===== src/rtl/tksl_pkg.sv =====
// Shared types and codes for the top-k score list.
package tksl_pkg;

    localparam int DEPTH_DEFAULT = 8;
    localparam int READ_SPAN     = 8;   // positions reachable by the 3-bit read index
    localparam int WIDE_W        = 8;   // working width for count and limit compares
    localparam logic [3:0] KEEP_LIMIT_RESET = 4'd8;

    // Register index within the configuration space.
    localparam logic REG_KEEP_LIMIT = 1'b0;

    typedef enum logic [1:0] {
        OP_INSERT = 2'd0,
        OP_CLEAR  = 2'd1,
        OP_READ   = 2'd2,
        OP_NOP    = 2'd3
    } op_t;

    typedef struct packed {
        logic [7:0]         model_id;
        logic [16:0]        score;
        logic signed [15:0] center_x;
        logic signed [15:0] center_y;
    } entry_t;

    typedef struct packed {
        logic ins_en;    // insert transaction accepted this cycle
        logic occupied;  // this cell lies below the current count
        logic at_tail;   // this cell is the first free position
    } cell_ctl_t;

endpackage


===== src/rtl/tksl_cell.sv =====
// One list cell: holds an entry and shifts or loads it on insert.
module tksl_cell (
    input  logic                aclk,
    input  tksl_pkg::cell_ctl_t ctl,
    input  tksl_pkg::entry_t    new_entry,
    input  tksl_pkg::entry_t    left_entry,
    input  logic                left_lower,
    output tksl_pkg::entry_t    entry,
    output logic                lower,
    output logic                take_new
);

    tksl_pkg::entry_t entry_reg;
    tksl_pkg::entry_t entry_next;

    // Stored score strictly below the new one: the insert lands here or to the left.
    assign lower    = ctl.occupied && (entry_reg.score < new_entry.score);
    assign take_new = !left_lower && (lower || ctl.at_tail);
    assign entry    = entry_reg;

    always_comb begin
        entry_next = entry_reg;
        if (ctl.ins_en) begin
            if (left_lower) begin
                entry_next = left_entry;
            end else if (take_new) begin
                entry_next = new_entry;
            end
        end
    end

    always_ff @(posedge aclk) begin
        entry_reg <= entry_next;
    end

endmodule


===== src/rtl/top_k_score_list_unit.sv =====
// Top level of the top-k score list: cell chain, count, result register, APB port.
//
// Usage:
//   Input channel (s_*): one transaction per item with an op code. Insert
//   places the entry in front of the first stored entry of strictly lower
//   score; clear empties the list; read returns the entry at s_read_index;
//   op three only reports the count.
//   Result channel (m_*): exactly one result transaction per input item, in
//   order. The result is registered, so m_valid rises in the cycle after
//   input acceptance.
//   Throughput: one item per cycle. Every cell compares its score with the
//   new one in parallel and shifts into its right neighbor in the same edge.
//   A new item is accepted while the result register is empty or is being
//   taken in the same cycle; when the receiver stalls, s_ready drops and
//   the list holds its contents.
//   APB: keep_limit at byte address 0 (reset 8, zero disables insertion).
//   Write it only while the block is idle. pready is always high.
//   Reset (aresetn low, synchronous): list count goes to zero, the result
//   register empties and keep_limit returns to 8. Entry storage is not
//   cleared; only positions below the count are ever returned.
module top_k_score_list_unit #(
    parameter int DEPTH = tksl_pkg::DEPTH_DEFAULT
) (
    input  logic               aclk,
    input  logic               aresetn,
    // input channel
    input  logic               s_valid,
    output logic               s_ready,
    input  logic [1:0]         s_op,
    input  logic [7:0]         s_model_id,
    input  logic [16:0]        s_score,
    input  logic signed [15:0] s_center_x,
    input  logic signed [15:0] s_center_y,
    input  logic [2:0]         s_read_index,
    // result channel
    output logic               m_valid,
    input  logic               m_ready,
    output logic               m_entry_valid,
    output logic [7:0]         m_out_model_id,
    output logic [16:0]        m_out_score,
    output logic signed [15:0] m_out_center_x,
    output logic signed [15:0] m_out_center_y,
    output logic [3:0]         m_list_count,
    output logic [3:0]         m_insert_position,
    output logic               m_entry_dropped,
    // configuration port
    input  logic               psel,
    input  logic               penable,
    input  logic               pwrite,
    input  logic [2:0]         paddr,
    input  logic [31:0]        pwdata,
    output logic [31:0]        prdata,
    output logic               pready
);

    localparam int CW   = $clog2(DEPTH + 1);
    localparam int WW   = tksl_pkg::WIDE_W;
    localparam int RD_N = (DEPTH < tksl_pkg::READ_SPAN) ? DEPTH : tksl_pkg::READ_SPAN;

    // ---------------- configuration ----------------
    logic [3:0] keep_limit_reg;
    logic       cfg_wr;

    assign pready = 1'b1;
    assign cfg_wr = psel && penable && pwrite && (paddr[2] == tksl_pkg::REG_KEEP_LIMIT);

    always_ff @(posedge aclk) begin
        if (!aresetn) begin
            keep_limit_reg <= tksl_pkg::KEEP_LIMIT_RESET;
        end else if (cfg_wr) begin
            keep_limit_reg <= pwdata[3:0];
        end
    end

    always_comb begin
        prdata = '0;
        if (paddr[2] == tksl_pkg::REG_KEEP_LIMIT) begin
            prdata = 32'(keep_limit_reg);
        end
    end

    // ---------------- input decode ----------------
    tksl_pkg::op_t    op;
    tksl_pkg::entry_t new_entry;
    logic             s_fire;
    logic [WW-1:0]    lim_w;
    logic             ins_en;

    assign op       = tksl_pkg::op_t'(s_op);
    assign s_ready  = !m_valid || m_ready;
    assign s_fire   = s_valid && s_ready;

    assign new_entry.model_id = s_model_id;
    assign new_entry.score    = s_score;
    assign new_entry.center_x = s_center_x;
    assign new_entry.center_y = s_center_y;

    // Effective limit: the smaller of keep_limit and the list depth.
    assign lim_w  = (WW'(keep_limit_reg) < WW'(DEPTH)) ? WW'(keep_limit_reg) : WW'(DEPTH);
    assign ins_en = s_fire && (op == tksl_pkg::OP_INSERT) && (lim_w != '0);

    // ---------------- cell chain ----------------
    logic [CW-1:0]    count_reg;
    logic [CW-1:0]    count_next;
    tksl_pkg::entry_t cell_entry [DEPTH];
    logic [DEPTH-1:0] cell_lower;
    logic [DEPTH-1:0] cell_take;

    for (genvar g = 0; g < DEPTH; g++) begin : g_cell
        tksl_pkg::cell_ctl_t ctl;
        tksl_pkg::entry_t    left_entry;
        logic                left_lower;

        assign ctl.ins_en   = ins_en;
        assign ctl.occupied = CW'(g) < count_reg;
        assign ctl.at_tail  = CW'(g) == count_reg;

        if (g == 0) begin : g_head
            assign left_entry = '0;
            assign left_lower = 1'b0;
        end else begin : g_body
            assign left_entry = cell_entry[g-1];
            assign left_lower = cell_lower[g-1];
        end

        tksl_cell u_cell (
            .aclk       (aclk),
            .ctl        (ctl),
            .new_entry  (new_entry),
            .left_entry (left_entry),
            .left_lower (left_lower),
            .entry      (cell_entry[g]),
            .lower      (cell_lower[g]),
            .take_new   (cell_take[g])
        );
    end

    // Encode the one cell that takes the new entry; none means position = count.
    logic [CW-1:0] pos_enc;
    logic [CW-1:0] ins_pos;

    always_comb begin
        pos_enc = '0;
        for (int i = 0; i < DEPTH; i++) begin
            if (cell_take[i]) begin
                pos_enc = pos_enc | CW'(i);
            end
        end
    end

    assign ins_pos = (|cell_take) ? pos_enc : count_reg;

    // ---------------- count update ----------------
    logic [WW-1:0] grown_w;
    logic          drop;

    assign grown_w = WW'(count_reg) + WW'(1);
    assign drop    = grown_w > lim_w;

    always_comb begin
        count_next = count_reg;
        if (s_fire) begin
            unique case (op)
                tksl_pkg::OP_INSERT: begin
                    if (ins_en && !drop) begin
                        count_next = count_reg + CW'(1);
                    end
                end
                tksl_pkg::OP_CLEAR: count_next = '0;
                tksl_pkg::OP_READ:  count_next = count_reg;
                tksl_pkg::OP_NOP:   count_next = count_reg;
                default:            count_next = count_reg;
            endcase
        end
    end

    always_ff @(posedge aclk) begin
        if (!aresetn) begin
            count_reg <= '0;
        end else begin
            count_reg <= count_next;
        end
    end

    // ---------------- read select ----------------
    tksl_pkg::entry_t rd_entry;
    logic             rd_hit;

    always_comb begin
        rd_entry = '0;
        for (int i = 0; i < RD_N; i++) begin
            if (s_read_index == 3'(i)) begin
                rd_entry = cell_entry[i];
            end
        end
    end

    assign rd_hit = (op == tksl_pkg::OP_READ) && (WW'(s_read_index) < WW'(count_reg));

    // ---------------- result register ----------------
    logic             m_valid_reg;
    logic             entry_valid_reg;
    tksl_pkg::entry_t out_entry_reg;
    logic [3:0]       list_count_reg;
    logic [3:0]       insert_position_reg;
    logic             entry_dropped_reg;

    always_ff @(posedge aclk) begin
        if (!aresetn) begin
            m_valid_reg <= 1'b0;
        end else if (s_fire) begin
            m_valid_reg <= 1'b1;
        end else if (m_ready) begin
            m_valid_reg <= 1'b0;
        end
    end

    // Payload holds until the next accepted transaction.
    always_ff @(posedge aclk) begin
        if (s_fire) begin
            entry_valid_reg     <= rd_hit;
            out_entry_reg       <= rd_hit ? rd_entry : '0;
            list_count_reg      <= 4'(count_next);
            insert_position_reg <= ins_en ? 4'(WW'(ins_pos)) : 4'd0;
            entry_dropped_reg   <= ins_en && drop;
        end
    end

    assign m_valid           = m_valid_reg;
    assign m_entry_valid     = entry_valid_reg;
    assign m_out_model_id    = out_entry_reg.model_id;
    assign m_out_score       = out_entry_reg.score;
    assign m_out_center_x    = out_entry_reg.center_x;
    assign m_out_center_y    = out_entry_reg.center_y;
    assign m_list_count      = list_count_reg;
    assign m_insert_position = insert_position_reg;
    assign m_entry_dropped   = entry_dropped_reg;

    // ---------------- assertions ----------------
    a_count_bound: assert property (@(posedge aclk) disable iff (!aresetn)
        WW'(count_reg) <= WW'(DEPTH))
        else $error("list count exceeds depth");

    a_single_load: assert property (@(posedge aclk) disable iff (!aresetn)
        ins_en |-> $onehot0(cell_take))
        else $error("more than one cell loads the new entry");

    a_drop_keeps_count: assert property (@(posedge aclk) disable iff (!aresetn)
        (ins_en && drop) |=> (count_reg == $past(count_reg)))
        else $error("count changed on an insert that dropped an entry");

    a_clear_empties: assert property (@(posedge aclk) disable iff (!aresetn)
        (s_fire && (op == tksl_pkg::OP_CLEAR)) |=> (count_reg == '0))
        else $error("clear did not empty the list");

endmodule


===== config.mk =====
export PLATFORM = sky130hd
export DESIGN_NAME = top_k_score_list_unit
export DESIGN_NICKNAME = d
export VERILOG_FILES = /design/src/rtl/tksl_pkg.sv /design/src/rtl/tksl_cell.sv /design/src/rtl/top_k_score_list_unit.sv
export SDC_FILE = /design/constraint.sdc
export NUM_CORES = 1
export LEC_CHECK = 0
export BUFFER_PORTS_ARGS = -buffer_cell sky130_fd_sc_hd__buf_2
export CAP_MARGIN = 10
export CORE_MARGIN = 2
export CORE_UTILIZATION = 25
export DETAILED_ROUTE_END_ITERATION = 10
export PLACE_DENSITY = 0.44
export SLEW_MARGIN = 20
export SYNTH_ARGS = -nofsm -noshare
export SYNTH_HDL_FRONTEND = slang
export SYNTH_HIERARCHICAL = 1
export SYNTH_SLANG_ARGS = --single-unit

===== constraint.sdc =====
create_clock -name aclk -period 7.3 [get_ports aclk]
set_input_delay 1.46 -clock aclk [delete_from_list [all_inputs] [get_ports aclk]]
set_output_delay 1.46 -clock aclk [all_outputs]
set_load 0.03 [all_outputs]

==> results.py, run 1 <==
metrics = {
    "placement": {
        "finalWeightedCongestion": 0.7735,
        "portBuffers": 146,
        "hpwl_um": 58470,
    },
    "global_route": {
        "grt_overflow": 0,
        "grt_pass1_wl_um": 136400,
        "track_usage_pct": 15.11,
        "grt_max_degree": 63,
        "antenna_found_initial": 12,
        "first_global_vias": 19930,
    },
    "detailed_routing": {
        "drc": 0,
        "drt_iter0_markers": 1251,
        "antenna_left": 0,
        "wire_per_inst_um": 21.90,
        "wirelength_um": 92700,
        "via_per_inst": 4.716,
        "vias": 19960,
        "firstDrtPassIters": 7,
    },
    "sta": {
        "fmax_mhz": 220.5,
        "holdWs_ns": 0.5531,
        "slew_violations": 0,
        "slew_headroom_pct": 28.90,
        "min_period_over_period_pct": 62.11,
        "finalCriticalPeriod_ns": 4.534,
        "worst_pin_slew_ns": 1.064,
        "rsz0062_at_grt": "no",
        "setup_viol": 0,
        "tns_ns": 0,
        "hold_viol_final": 0,
        "clock_skew_ns": 0.02520,
    },
    "cts": {
        "cts-root-buf": "clkbuf_16",
        "cts_setup_buffers": 0,
        "hold_buffers": 0,
        "cts.sinks": 532,
        "cts_resized": 0,
        "max-clock-path-buffers": 3,
        "clk_pin_slew_ns": 0.05,
        "cts_buffers": 67,
        "clock_latency_ns": 0.62,
        "tritoncts": "done",
        "htreeDepth": 3,
    },
    "pwr": {
        "pwr_density_cell_mw_per_mm2": 214.4,
        "power.switching_uw": 1827,
        "switching_share_pct": 24.84,
        "peakVddDrop_uv": 160.1,
        "power_frac_comb_pct": 9.2,
        "p_seq_share_pct": 46.6,
        "power_leakage_uw": 0.01246,
        "p_int_uw": 5527,
        "clkPwrFrac_pct": 44.2,
    },
    "floorplan": {
        "io_pins": 206,
        "die_w_um": 348.3,
        "core_area_mm2": 0.1178,
        "start_util_pct": 25.16,
        "dieHeight_um": 348.3,
        "dieArea_mm2": 0.1213,
        "rows": 126,
    },
    "cells_and_area": {
        "drive_gt1_share_pct": 26.29,
        "layout.nets": 2892,
        "syn_to_final_growth_pct": 15.76,
        "layout_commonest_cell": "edfxtp_1",
        "largest_reg_flops": 456,
        "mostFrequentLayoutCells": "edfxtp_1 (523), mux2_2 (370), o21ai_0 (253)",
        "fillCellCount": 12120,
        "diodes": 0,
    },
    "flow_run": {
        "cap_viol_max_count": 0,
    },
    "setup_path": {
        "required_ns": 7.53,
        "cpMostUsedCell": "o21ai_0",
        "max_stage_delay_ns": 0.73,
        "startpoint_type": "input port",
        "path_class": "in2reg",
        "slowest_stage": "nor2b_4",
        "crit_fanout": 38,
        "crit_chain": "buf_2 -> inv_1 -> ha_1 -> a21oi_1 -> o21ai_0 -> a41oi_1 -> a21oi_2 -> nor2b_4 -> o21ai_0 -> o21ai_4 -> buf_4",
        "crit_path_end_kind": "flip-flop",
        "worstPathArrival_ns": 4.77,
    },
    "run_status": {
        "outcome": "finished, final reports clean",
    },
    "synthesis": {
        "syn_area_mm2": 0.02963,
        "yosys_warnings": 6,
        "syn_inst": 2480,
        "syn_avg_cell_area_um2": 11.95,
    },
    "hold_path": {
        "min_path_type": "reg2reg",
    },
}
final cells by class:
type / count / area (um^2) / share of cell area, %
tap: 1536 / 1922 / 5.603
timing repair buffer: 186 / 1079 / 3.145
inverter: 147 / 551.8 / 1.609
clock inverter: 33 / 281.5 / 0.8208
clock buffer: 82 / 1775 / 5.177
multi-input combinational: 1717 / 12800 / 37.33
sequential: 532 / 15890 / 46.32
through the flow:
stage	util, %	total power, uW	cell area, um^2	setup slack, ns	instances
after detailed placement	27.38	4168	32240	2.107	4118
after CTS	29.12	7458	34300	2.750	4233
final	29.12	7354	34300	2.766	4233
after global routing	29.12	7644	34300	2.525	4233
after floorplan	-	3961	29960	1.775	2568
after global placement	27.35	4163	32210	1.975	4117
routing by layer:
metal / share of wire [%] / up-vias / track usage, %
met1: 48 / 9903 / 21.16
li1: - / 9465 / -
met3: 4.6 / 125 / 2.702
met4: 1.8 / 16 / 3.145
met5: 0.11 / - / 0
met2: 46 / 452 / 24.31
power by group through the flow:
stage | clock [uW] | combinational, uW | sequential, uW
floorplan | 0 | 435 | 3530
global placement | 0 | 672 | 3490
detailed placement | 0 | 678 | 3490
CTS | 3350 | 681 | 3430
global route | 3460 | 751 | 3430
finish | 3250 | 678 | 3430
critical path, delay by kind of cell:
family	cells	cell delay [ns]
compound gates	6	1.30
fa+ha+maj	1	0.31
buf+inv	3	0.85
simple gates	1	0.73
worst paths after layout:
kind | endpoint | cells after the start | slack, ns | from
worst max register to register | g_cell[5].u_cell/entry[26] | 11 | 3.36 | count_reg[1]
worst min-delay path | keep_limit_reg[0] | 2 | 0.55 | keep_limit_reg[0]
worst min register to register | keep_limit_reg[0] | 2 | 0.55 | keep_limit_reg[0]
worst max-delay path | g_cell[6].u_cell/entry[31] | 11 | 2.77 | s_score[2]
No activity file was read; power rests on OpenSTA's default activity.
==> run 2: changes to the inputs <==
PLACE_DENSITY = 0.45   (was 0.44)
clock period = 3.7 ns   (was 7.3 ns; I/O delays follow)
==> run 2 against run 1 <==
  * Die area stayed put
  * Critical path type is now reg2reg
  * Highest routed layer unchanged
  * Largest cell class unchanged
  * First-iteration DRC count grew 5.0%
  * Setup slack got worse by 2.3 ns
  * Count of clock-buffer cells in the layout increased by 1
  * Design area grew 2.5%
==> results.py, run 2 (synthesis gave the netlist of run 1 again) <==
metrics = {
    "sta": {
        "slew_violations": 0,
        "finalCriticalPeriod_ns": 3.192,
        "slew_headroom_pct": 46.75,
        "setup_viol": 0,
        "rsz0062_at_grt": "no",
        "worst_pin_slew_ns": 0.7957,
        "hold_viol_final": 0,
        "clock_skew_ns": 0.02564,
        "fmax_mhz": 313.3,
        "min_period_over_period_pct": 86.27,
        "tns_ns": 0,
        "holdWs_ns": 0.3091,
        "fin_ws_ns": 0.5078,
    },
    "pwr": {
        "fin_total_pwr_uw": 14770,
        "pwr_density_cell_mw_per_mm2": 419.9,
        "power_leakage_uw": 0.01289,
        "peakVddDrop_uv": 252.6,
    },
    "detailed_routing": {
        "vias": 20120,
        "antenna_left": 0,
        "drc": 0,
        "wirelength_um": 91790,
        "via_per_inst": 4.687,
        "firstDrtPassIters": 5,
        "wire_per_inst_um": 21.38,
        "drt_iter0_markers": 1313,
    },
    "floorplan": {
        "rows": 126,
        "io_pins": 206,
        "start_util_pct": 25.16,
        "core_area_mm2": 0.1178,
        "die_w_um": 348.3,
        "dieHeight_um": 348.3,
        "dieArea_mm2": 0.1213,
    },
    "cts": {
        "tritoncts": "done",
        "cts_buffers": 67,
        "cts-root-buf": "clkbuf_16",
        "cts_resized": 0,
        "clk_pin_slew_ns": 0.06,
        "hold_buffers": 0,
        "clock_latency_ns": 0.61,
        "cts.sinks": 532,
        "cts_setup_buffers": 0,
        "max-clock-path-buffers": 3,
        "htreeDepth": 3,
    },
    "cells_and_area": {
        "largest_reg_flops": 456,
        "mostFrequentLayoutCells": "edfxtp_1 (523), mux2_2 (370), o21ai_0 (253)",
        "layout.nets": 2948,
        "drive_gt1_share_pct": 27.90,
        "syn_to_final_growth_pct": 18.69,
        "layout_commonest_cell": "edfxtp_1",
    },
    "placement": {
        "hpwl_um": 61040,
        "finalWeightedCongestion": 0.7792,
        "portBuffers": 146,
        "preCtsSetupSlack_ns": -0.03708,
    },
    "hold_path": {
        "whs_path_depth": 2,
        "hold_path_startpoint": "aresetn",
        "hold_end": "keep_limit_reg[3]",
        "min_path_type": "in2reg",
    },
    "global_route": {
        "grt_pass1_wl_um": 136900,
        "antenna_found_initial": 13,
        "grt_max_degree": 74,
        "first_global_vias": 20470,
        "grt_overflow": 0,
        "track_usage_pct": 15.01,
    },
    "setup_path": {
        "rr_startpoint": "count_reg[1]",
        "r2r_slack_ns": 0.51,
        "startpoint_type": "flip-flop",
        "required_ns": 4.16,
        "crit_fanout": 10,
        "reg2reg_to": "m_insert_position[2]",
        "worstPathArrival_ns": 3.65,
        "crit_path_end_kind": "flip-flop",
        "r2r_cells": 12,
        "path_class": "reg2reg",
    },
    "flow_run": {
        "cap_viol_max_count": 0,
    },
    "run_status": {
        "outcome": "finished, final reports clean",
    },
}
run 2: cell count changes in the layout (fill, tap and decap cells not counted), sizes merged:
cell,before,now
clkbuf,82,83
diode,0,1
clkinv,23,24
inv,152,150
bufinv,4,7
buf,186,242
run 2: per-stage QoR:
stage	area [um^2]	utilization (%)	std cells
floorplan	30050	-	2568
global placement	33010	28.03	4174
detailed placement	33010	28.03	4174
CTS	35160	29.86	4292
global route	35170	29.86	4293
finish	35170	29.86	4293
run 2: worst max path at each step:
stage	start	end	slack, ns	depth (start not counted)
after global routing	count_reg[1]	m_insert_position[1]	0.33	12
after CTS	count_reg[1]	m_insert_position[1]	0.54	12
after detailed placement	s_score[6]	m_insert_position[1]	-0.04	14
after global placement	s_score[6]	m_insert_position[1]	-0.01	14
final	count_reg[1]	m_insert_position[2]	0.51	12
after floorplan	s_score[10]	m_insert_position[2]	0.40	13
run 2: cell type report:
type                            count  area [um^2]
Fill cell                       12000        82600
Sequential cell                   532        15890
Multi-Input combinational cell   1717        12800
Tap cell                         1536         1922
Timing Repair Buffer              242         1854
Clock buffer                       83         1779
Inverter                          147        551.8
Clock inverter                     35        370.4
Antenna cell                        1        2.502
run 2: routing by layer:
metal / up-vias / GRT usage [%] / wire (um)
met5: - / 0 / 69
met4: 12 / 3.304 / 1654
met3: 114 / 2.276 / 3664
met2: 387 / 24.37 / 42170
met1: 10040 / 21.01 / 44240
li1: 9575 / - / -
run 2: critical path: stages (launching register included):
cell,delay (ns)
dfxtp_1,0.33
buf_4,0.21
ha_1,0.44
or3_1,0.18
nand2b_1,0.06
a221oi_2,0.28
nor2b_4,0.24
nand2b_1,0.12
o22ai_1,0.09
or4_1,0.55
nor2_1,0.28
nand2_1,0.09
a21oi_1,0.16
run 2: power by group:
| part | internal [uW] | total [uW] | switching (uW) | leakage [uW] |
|---|---|---|---|---|
| combinational | 535 | 1380 | 849 | 0.00698 |
| sequential | 6720 | 6750 | 37.8 | 0.00487 |
| clock | 3910 | 6630 | 2720 | 0.00105 |
| total | 11200 | 14800 | 3610 | 0.0129 |
==> run 3: changes to the inputs <==
ABC_AREA = 1   (was not set)
==> run 3 against run 2 <==
  * Critical path depth grew 7
  * Via count is 19% higher
  * Combinational power about the same
  * Largest cell class unchanged
==> results.py, run 3 <==
metrics = {
    "hold_path": {
        "min_path_type": "in2reg",
    },
    "floorplan": {
        "start_util_pct": 25.20,
        "die_w_um": 348.7,
        "rows": 126,
        "core_area_mm2": 0.1179,
        "dieArea_mm2": 0.1216,
        "dieHeight_um": 348.7,
        "io_pins": 206,
    },
    "sta": {
        "slew_headroom_pct": 34.83,
        "finalCriticalPeriod_ns": 2.843,
        "fin_ws_ns": 0.8568,
        "fmax_mhz": 351.7,
        "min_period_over_period_pct": 76.84,
        "clock_skew_ns": 0.05012,
        "worst_pin_slew_ns": 0.9775,
        "setup_viol": 0,
        "tns_ns": 0,
        "holdWs_ns": 0.3662,
        "hold_viol_final": 0,
        "rsz0062_at_grt": "no",
        "slew_violations": 0,
    },
    "cells_and_area": {
        "mostFrequentLayoutCells": "nand2_1 (1657), edfxtp_1 (523), inv_1 (288)",
        "fillCellCount": 12530,
        "layout_commonest_cell": "nand2_1",
        "layout.nets": 3988,
        "multiInputGateArea_mm2": 0.01207,
        "seq_area_mm2": 0.01589,
        "final_area_mm2": 0.03463,
        "largest_reg_flops": 456,
        "drive_gt1_share_pct": 9.247,
        "syn_to_final_growth_pct": 16.54,
    },
    "detailed_routing": {
        "drc": 0,
        "drt_iter0_markers": 2057,
        "vias": 23960,
        "antenna_left": 0,
        "firstDrtPassIters": 5,
        "wirelength_um": 102100,
        "via_per_inst": 4.488,
        "wire_per_inst_um": 19.13,
    },
    "cts": {
        "htreeDepth": 3,
        "cts.sinks": 532,
        "hold_buffers": 0,
        "cts_buffers": 66,
        "cts-root-buf": "clkbuf_16",
        "max-clock-path-buffers": 3,
        "clk_pin_slew_ns": 0.06,
        "cts_setup_buffers": 0,
        "clock_latency_ns": 0.64,
        "cts_resized": 0,
        "tritoncts": "done",
    },
    "setup_path": {
        "cpMostUsedCell": "nor2_1",
        "startpoint_type": "flip-flop",
        "slowest_stage": "dfxtp_1",
        "crit_chain": "inv_1 -> nand2_1 -> nor2_1 -> nor2_1 -> nand3b_1 -> nor2_1 -> nand2_1 -> nor2_1 -> nand2_2 -> inv_2 -> a21oi_1 -> or2_2 -> inv_1 -> nand2_1 -> nor2_1 -> inv_1 -> nor2_1 -> o21ai_0 -> inv_1",
        "worstPathArrival_ns": 3.34,
        "path_class": "reg2reg",
        "crit_path_end_kind": "flip-flop",
        "required_ns": 4.19,
        "max_stage_delay_ns": 0.56,
        "crit_fanout": 8,
    },
    "pwr": {
        "peakVddDrop_uv": 278.5,
        "power.switching_uw": 3747,
        "p_seq_share_pct": 47.3,
        "p_int_uw": 10530,
        "clkPwrFrac_pct": 43.3,
        "power_leakage_uw": 0.01532,
        "switching_share_pct": 26.25,
        "pwr_density_cell_mw_per_mm2": 412.2,
        "power_frac_comb_pct": 9.4,
    },
    "global_route": {
        "grt_max_degree": 74,
        "grtUsageMet2_pct": 28.17,
        "grt_util_met3_pct": 3.013,
        "met1_usage_pct": 21.99,
        "antenna_found_initial": 33,
        "grt_pass1_wl_um": 151800,
        "grt_busiest_layer": "met2",
        "grt_overflow": 0,
        "track_usage_pct": 16.77,
        "first_global_vias": 23080,
    },
    "placement": {
        "hpwl_um": 64010,
        "dpl-instance-area_mm2": 0.03261,
        "portBuffers": 146,
        "finalWeightedCongestion": 0.8117,
        "preCtsSetupSlack_ns": 0.3234,
    },
    "synthesis": {
        "syn_avg_cell_area_um2": 8.283,
        "syn_area_mm2": 0.02971,
        "syn_inst": 3587,
        "yosys_warnings": 6,
    },
    "flow_run": {
        "cap_viol_max_count": 0,
    },
    "run_status": {
        "outcome": "finished, final reports clean",
    },
}
==> run 3: final timing paths <==
check                                    end                  startpoint  slack, ns  cells after the start
setup / recovery        m_insert_position[2]                count_reg[3]       0.86                     19
hold / removal             keep_limit_reg[3]                   pwdata[3]       0.37                      3
setup reg to reg        m_insert_position[2]                count_reg[3]       0.86                     19
hold reg to reg   g_cell[7].u_cell/entry[11]  g_cell[6].u_cell/entry[11]       0.52                      2
==> run 3: area by class of cell <==
cell class | count | share of cell area [%]
sequential | 532 | 45.88
multi-input combinational | 2621 | 34.85
tap | 1536 | 5.550
clock buffer | 81 | 4.994
timing repair buffer | 203 | 4.394
inverter | 323 | 3.501
clock inverter | 36 | 0.7877
antenna | 7 | 0.05059
==> run 3: power groups by stage <==
stage          registers [uW]  clock network [uW]  logic (uW)
6_report                 6750                6170        1350
5_1_grt                  6760                6640        1520
4_1_cts                  6750                6410        1340
3_3_place_gp             6880                   0        1320
3_5_place_dp             6880                   0        1330
2_1_floorplan            6950                   0         779
==> run 3: critical path, delay by kind of cell (launching register included) <==
family	cells	cell delay [ns]
AND/OR/NAND/NOR	12	1.45
flip-flops	1	0.56
AO/OA/AOI/OAI	2	0.12
buffers and inverters	5	0.57
==> run 3: per-stage QoR <==
stage / total power, uW / cells / util, %
final: 14270 / 5339 / 29.36
after detailed placement: 8212 / 5215 / 27.65
after global routing: 14920 / 5338 / 29.36
after CTS: 14500 / 5332 / 29.35
after global placement: 8199 / 5215 / 27.65
after floorplan: 7734 / 3674 / -
==> run 3: metal layers <==
layer  wire, um  vias to the layer above
met5        194                        -
met2      48310                      744
met4       2008                       30
met3       6699                      146
met1      44920                    11140
li1           -                    11900
